===== src/rtl/stq_pkg.sv =====
// ----------------------------------------------------------------------------
// Sorted timer event queue package
// Sizes, command and result codes, and the types shared by the queue cells.
// ----------------------------------------------------------------------------
package stq_pkg;

  localparam int DEPTH        = 16;
  localparam int DISPATCH_MAX = 16;
  localparam int TIME_W       = 32;
  localparam int ID_W         = 16;
  localparam int WAIT_W       = 42;
  localparam int DCNT_W       = $clog2(DISPATCH_MAX + 1);

  typedef enum logic [1:0] {
    CMD_INSERT    = 2'd0,
    CMD_REMOVE    = 2'd1,
    CMD_DISCHARGE = 2'd2
  } cmd_t;

  typedef enum logic [1:0] {
    KIND_INSERT   = 2'd0,
    KIND_REMOVE   = 2'd1,
    KIND_DISPATCH = 2'd2,
    KIND_SUMMARY  = 2'd3
  } kind_t;

  typedef enum logic [1:0] {
    OP_HOLD   = 2'd0,
    OP_INSERT = 2'd1,
    OP_REMOVE = 2'd2,
    OP_POP    = 2'd3
  } cell_op_t;

  typedef struct packed {
    logic              valid;
    logic [TIME_W-1:0] due;
    logic [ID_W-1:0]   id;
  } slot_t;

  typedef struct packed {
    cell_op_t          op;
    logic [TIME_W-1:0] due;
    logic [ID_W-1:0]   new_id;
    logic [ID_W-1:0]   rid;
  } cell_ctl_t;

  localparam slot_t SLOT_EMPTY = '{valid: 1'b0, due: '0, id: '0};

endpackage


===== src/rtl/sorted_timer_event_queue.sv =====
// ----------------------------------------------------------------------------
// Sorted timer event queue
// Pending events kept in due-time order in a row of cells; insert, remove
// by id, and discharge of due events with the wait to the next one.
// ----------------------------------------------------------------------------
// Usage:
//   A request is taken at a rising edge with start high and busy low.
//   command selects insert (due_time), remove (entry_id) or discharge
//   (now_time); command code 3 is ignored.
//   Results appear on kind/event_id/status/none_pending/wait_ms/last for one
//   cycle each, marked by result_valid; last flags the final one of a request.
//   Insert and remove: one result, in the cycle after the request; busy stays
//   low, so a new request may follow in the next cycle.
//   Discharge: busy until the summary is registered; due events are
//   dispatched one per cycle, capped at DISPATCH_MAX; each dispatched id is
//   registered as its event pops, then ST_DISP hands over to ST_SUM for the summary.
//   The head cell sets the pop rate: one pop per cycle through the row.
//   The summary's wait is built from shifts and subtracts in its own cycle.
//   Reset empties the queue and sets the next id to zero; there is no
//   clearing pass. The receiver cannot stall; results are never held.
// ----------------------------------------------------------------------------
module sorted_timer_event_queue (
  input  logic                          clk,
  input  logic                          rst,
  input  logic                          start,
  output logic                          busy,
  input  logic [1:0]                    command,
  input  logic [stq_pkg::TIME_W-1:0]    due_time,
  input  logic [stq_pkg::ID_W-1:0]      entry_id,
  input  logic [stq_pkg::TIME_W-1:0]    now_time,
  output logic                          result_valid,
  output logic [1:0]                    kind,
  output logic [stq_pkg::ID_W-1:0]      event_id,
  output logic                          status,
  output logic                          none_pending,
  output logic [stq_pkg::WAIT_W-1:0]    wait_ms,
  output logic                          last
);
  import stq_pkg::*;

  typedef enum logic [1:0] {
    ST_IDLE,
    ST_DISP,
    ST_SUM
  } state_t;

  state_t              state;
  logic [ID_W-1:0]     next_id;
  logic [TIME_W-1:0]   now_reg;
  logic [DCNT_W-1:0]   disp_cnt;
  logic [TIME_W-1:0]   diff_reg;
  logic                none_reg;

  slot_t               slots [DEPTH];
  logic [DEPTH-1:0]    stay;
  logic [DEPTH-1:0]    found;

  cell_ctl_t           ctl;
  logic                accept;
  logic                full;
  logic                can_pop;
  logic [WAIT_W-1:0]   diff_wide;
  logic [WAIT_W-1:0]   wait_calc;

  assign busy    = (state != ST_IDLE);
  assign accept  = start && !busy;
  assign full    = slots[DEPTH-1].valid;
  assign can_pop = (state == ST_DISP) && slots[0].valid &&
                   (slots[0].due <= now_reg) &&
                   (disp_cnt < DCNT_W'(DISPATCH_MAX));

  // x * 1000 = x * 1024 - x * 16 - x * 8
  assign diff_wide = WAIT_W'(diff_reg);
  assign wait_calc = (diff_wide << 10) - (diff_wide << 4) - (diff_wide << 3);

  always_comb begin
    ctl.op     = OP_HOLD;
    ctl.due    = due_time;
    ctl.new_id = next_id;
    ctl.rid    = entry_id;
    if (accept && (command == CMD_INSERT) && !full) begin
      ctl.op = OP_INSERT;
    end else if (accept && (command == CMD_REMOVE)) begin
      ctl.op = OP_REMOVE;
    end else if (can_pop) begin
      ctl.op = OP_POP;
    end
  end

  for (genvar i = 0; i < DEPTH; i++) begin : g_cell
    slot_t left_slot;
    slot_t right_slot;
    logic  left_stay;
    logic  found_in;

    if (i == 0) begin : g_head
      assign left_slot = SLOT_EMPTY;
      assign left_stay = 1'b1;
      assign found_in  = 1'b0;
    end else begin : g_body
      assign left_slot = slots[i-1];
      assign left_stay = stay[i-1];
      assign found_in  = found[i-1];
    end

    if (i == DEPTH - 1) begin : g_tail
      assign right_slot = SLOT_EMPTY;
    end else begin : g_inner
      assign right_slot = slots[i+1];
    end

    stq_cell u_cell (
      .clk       (clk),
      .rst       (rst),
      .ctl       (ctl),
      .left      (left_slot),
      .left_stay (left_stay),
      .found_in  (found_in),
      .right     (right_slot),
      .cur       (slots[i]),
      .stay      (stay[i]),
      .found_out (found[i])
    );
  end

  always_ff @(posedge clk) begin
    if (rst) begin
      state        <= ST_IDLE;
      next_id      <= '0;
      disp_cnt     <= '0;
      result_valid <= 1'b0;
    end else begin
      result_valid <= 1'b0;
      case (state)
        ST_IDLE: begin
          if (accept) begin
            case (command)
              CMD_INSERT: begin
                result_valid <= 1'b1;
                kind         <= KIND_INSERT;
                none_pending <= 1'b0;
                wait_ms      <= '0;
                last         <= 1'b1;
                if (full) begin
                  event_id <= '0;
                  status   <= 1'b1;
                end else begin
                  event_id <= next_id;
                  status   <= 1'b0;
                  next_id  <= next_id + 1'b1;
                end
              end
              CMD_REMOVE: begin
                result_valid <= 1'b1;
                kind         <= KIND_REMOVE;
                event_id     <= '0;
                status       <= !found[DEPTH-1];
                none_pending <= 1'b0;
                wait_ms      <= '0;
                last         <= 1'b1;
              end
              CMD_DISCHARGE: begin
                now_reg  <= now_time;
                disp_cnt <= '0;
                state    <= ST_DISP;
              end
              default: ;
            endcase
          end
        end
        ST_DISP: begin
          if (can_pop) begin
            result_valid <= 1'b1;
            kind         <= KIND_DISPATCH;
            event_id     <= slots[0].id;
            status       <= 1'b0;
            none_pending <= 1'b0;
            wait_ms      <= '0;
            last         <= 1'b0;
            disp_cnt     <= disp_cnt + 1'b1;
          end else begin
            // A head still due here means the dispatch cap was hit: wait 0.
            if (slots[0].valid && (slots[0].due > now_reg)) begin
              diff_reg <= slots[0].due - now_reg;
            end else begin
              diff_reg <= '0;
            end
            none_reg <= !slots[0].valid;
            state    <= ST_SUM;
          end
        end
        ST_SUM: begin
          result_valid <= 1'b1;
          kind         <= KIND_SUMMARY;
          event_id     <= '0;
          status       <= 1'b0;
          none_pending <= none_reg;
          wait_ms      <= wait_calc;
          last         <= 1'b1;
          state        <= ST_IDLE;
        end
        default: state <= ST_IDLE;
      endcase
    end
  end

endmodule


===== src/rtl/stq_cell.sv =====
// ----------------------------------------------------------------------------
// Sorted timer event queue: one queue cell
// Holds one pending event and trades it with its neighbors on insert,
// remove and pop, so the row stays sorted by due time.
// ----------------------------------------------------------------------------
module stq_cell (
  input  logic              clk,
  input  logic              rst,
  input  stq_pkg::cell_ctl_t ctl,
  input  stq_pkg::slot_t    left,
  input  logic              left_stay,
  input  logic              found_in,
  input  stq_pkg::slot_t    right,
  output stq_pkg::slot_t    cur,
  output logic              stay,
  output logic              found_out
);
  import stq_pkg::*;

  slot_t cur_next;
  logic  match;

  // Equal due times stay ahead of a new event, keeping insertion order.
  assign stay      = cur.valid && (cur.due <= ctl.due);
  assign match     = cur.valid && (cur.id == ctl.rid);
  assign found_out = found_in | match;

  always_comb begin
    cur_next = cur;
    case (ctl.op)
      OP_INSERT: begin
        if (!stay) begin
          if (left_stay) begin
            cur_next = '{valid: 1'b1, due: ctl.due, id: ctl.new_id};
          end else begin
            cur_next = left;
          end
        end
      end
      // Close the gap from the earliest match onward.
      OP_REMOVE: begin
        if (found_out) begin
          cur_next = right;
        end
      end
      OP_POP:  cur_next = right;
      default: cur_next = cur;
    endcase
  end

  always_ff @(posedge clk) begin
    if (rst) begin
      cur.valid <= 1'b0;
    end else begin
      cur <= cur_next;
    end
  end

endmodule


===== config.mk =====
export PLATFORM = sky130hd
export DESIGN_NAME = sorted_timer_event_queue
export DESIGN_NICKNAME = d
export VERILOG_FILES = /design/src/rtl/stq_pkg.sv /design/src/rtl/sorted_timer_event_queue.sv /design/src/rtl/stq_cell.sv
export SDC_FILE = /design/constraint.sdc
export NUM_CORES = 2
export LEC_CHECK = 0
export ABC_AREA = 1
export BUFFER_PORTS_ARGS = -buffer_cell sky130_fd_sc_hd__buf_2
export CAP_MARGIN = 20
export CORE_UTILIZATION = 58
export CTS_CLUSTER_DIAMETER = 60
export DETAILED_ROUTE_END_ITERATION = 7
export GPL_TIMING_DRIVEN = 0
export MAX_ROUTING_LAYER = met4
export PLACE_DENSITY_LB_ADDON = 0.3
export SETUP_SLACK_MARGIN = 0.15
export SYNTH_ARGS = -nofsm -noshare
export SYNTH_HDL_FRONTEND = slang
export SYNTH_HIERARCHICAL = 1
export SYNTH_SLANG_ARGS = --single-unit

===== constraint.sdc =====
create_clock -name clk -period 5.1 [get_ports clk]
set_input_delay 0.255 -clock clk [delete_from_list [all_inputs] [get_ports clk]]
set_output_delay 0.255 -clock clk [all_outputs]
set_load 0.1 [all_outputs]

==> flow_summary.toml <==
[route]
totalWireLength_mm = 214.0
via_per_inst = 5.690
drtPass1Iterations = 6
wl_per_cell_um = 19.39
antenna_left = 0
drc = 0
drt_iter0_drc = 5255
vias = 62800

[global_route]
grt_pass1_wl_mm = 328.0
grt_max_degree = 34
grt_pass1_vias = 61030
antenna_found_initial = 1
grt_overflow_total = 0
grt_use_total_pct = 35.87

[status]
outcome = "finished clean"

[final_layout]
fin_util_pct = 64.88
area_growth_pct = 11.07
fin_cells = 11040
drive_gt1_share_pct = 7.968
max_flop_register = "g_cell.u_cell/cur"
reg.largest.list = "g_cell.u_cell/cur (784), wait_ms (39)"
nets = 10110
largest_reg_flops = 784
stdcell_area_sq_um = 76510

[placement]
place.gp.congestion = 0.9494
hpwl_mm = 172.0
io_buffers = 146
place_area_sq_um = 72490
place_inst = 10790

[worst_setup_path]
timing.critical_path.mode_cell = "nand2_2"
cp-end-kind = "flip-flop"
cp.arrival_ns = 5.11
cp-start-kind = "flip-flop"
path_max_fanout = 16
slowest_stage = "dfxtp_1"
crit_required_ns = 5.54
reg2regPathDepth = 41
r2r_start = "g_cell[0].u_cell/cur[48]$_SDFFE_PP0P_"
r2r_end = "g_cell[15].u_cell/cur[7]$_DFFE_PP_"
reg2reg_slack_ns = 0.43
max_stage_delay_ns = 0.53
path_class = "reg2reg"

[sta]
drv_slew = 0
grt_setup_unrepaired = "false"
timing_hold_violations_final = 0
layout_worst_path_cycle_share_pct = 91.55
finalSetupViolCount = 0
tightestPinTransition_ns = 1.057
slew_headroom_pct = 29.40
skew_ns = 0.03869
timing.final.crit_period_ns = 4.669
fmaxAchievable_ghz = 0.2142

[hold_path]
hp-class = "in2reg"
hold_end = "now_reg[29]$_DFFE_PP_"
worstHoldStart = "now_time[29]"
whs_path_depth = 2

[floorplanning]
initial_core_util_pct = 58.41
io_pins = 150
num_rows = 126
dieArea_sq_um = 120100
die_h_um = 346.6
die_w_um = 346.6
coreArea_sq_um = 117900

[pwr]
vdd_drop_max_uv = 397.3
p_leak_nw = 34.78
powerDensity_nw_per_um2 = 351.3

[cts]
cts-root-buf = "clkbuf_16"
clk_latency_ns = 0.75
cts_buffers = 112
clock-sinks = 933
cts_tree = "yes"
clkTransAtPathRegs_ns = 0.06
htree_levels = 3
clock_path_buffers = 3

[synthesis]
syn_inst = 8976
avgSynthCellArea_sq_um = 7.674
syn_area_sq_um = 68880
yosys_warnings = 6

[flow_run]
drv_cap = 0
==> critical path: cells and delay by family, from the launching register on <==
family	cells	cell delay (ns)
AND/OR/NAND/NOR	24	2.52
flip-flops	1	0.53
buffers and inverters	17	1.29
==> power by group <==
group          internal [mW]  switching [mW]  total (mW)
clock network           4.49            3.38        7.88
logic                   2.69            6.02        8.71
registers               9.62           0.667        10.3
==> through the flow <==
stage	setup TNS, ns	hold slack (ns)	worst slack, ns	power [mW]
floorplan	0	0.3539	0.4499	16.30
global placement	-1501.06	0.4343	-1.946	18.54
detailed placement	-4.892	0.4337	-0.1585	18.90
CTS	0	0.2131	0.4039	26.79
global route	0	0.2399	0.1823	28.17
finish	0	0.2485	0.4310	26.88
==> placed cells by master (no fill, tap or decap), drive strengths merged, types with 94 or more instances in the layout <==
cell and instances:
nand2 1948, a21oi 1905, nor2 1261, inv 1129
edfxtp 893, ha 595, buf 359, clkbuf 315
nand3 158, o21ai 135, conb 107, nand4 94
==> worst max path at each step <==
stage	startpoint	end	slack, ns
3_3_place_gp	g_cell[0].u_cell/cur[34]$_DFFE_PP_	g_cell[0].u_cell/cur[24]$_DFFE_PP_	-1.95
5_1_grt	g_cell[0].u_cell/cur[9]$_DFFE_PP_	g_cell[15].u_cell/cur[13]$_DFFE_PP_	0.18
3_5_place_dp	entry_id[14]	g_cell[15].u_cell/cur[24]$_DFFE_PP_	-0.16
4_1_cts	g_cell[0].u_cell/cur[48]$_SDFFE_PP0P_	g_cell[15].u_cell/cur[7]$_DFFE_PP_	0.40
2_1_floorplan	g_cell[0].u_cell/cur[38]$_DFFE_PP_	g_cell[0].u_cell/cur[0]$_DFFE_PP_	0.45
6_report	g_cell[0].u_cell/cur[48]$_SDFFE_PP0P_	g_cell[15].u_cell/cur[7]$_DFFE_PP_	0.43
==> area by class of cell <==
| class | instances | area, sq um |
|---|---|---|
| antenna | 2 | 5.005 |
| buffer | 358 | 1618 |
| clock buffer | 141 | 3055 |
| clock inverter | 67 | 549.3 |
| fill | 10280 | 41410 |
| inverter | 1140 | 4279 |
| multi-input combinational | 6650 | 35880 |
| sequential | 933 | 27620 |
| tap | 1536 | 1922 |
| timing repair buffer | 211 | 1584 |
==> per-layer routing <==
metal / track usage (%) / part of all wire [%] / vias up
met5: - / 0 / -
met4: 24.77 / 8.0 / 0
met3: 3.589 / 5.7 / 675
met2: 61.65 / 49 / 2604
met1: 39.20 / 37 / 28830
li1: - / - / 30690
==> what timing repair did <==
item	CTS	global route
endpoints found under the hold margin	40	2
resized for setup	0	1
buffers inserted	1	3
hold buffers	35	1
setup endpoints to repair	32	64
pin swaps	1	1
No activity file was read; power rests on OpenSTA's default activity.
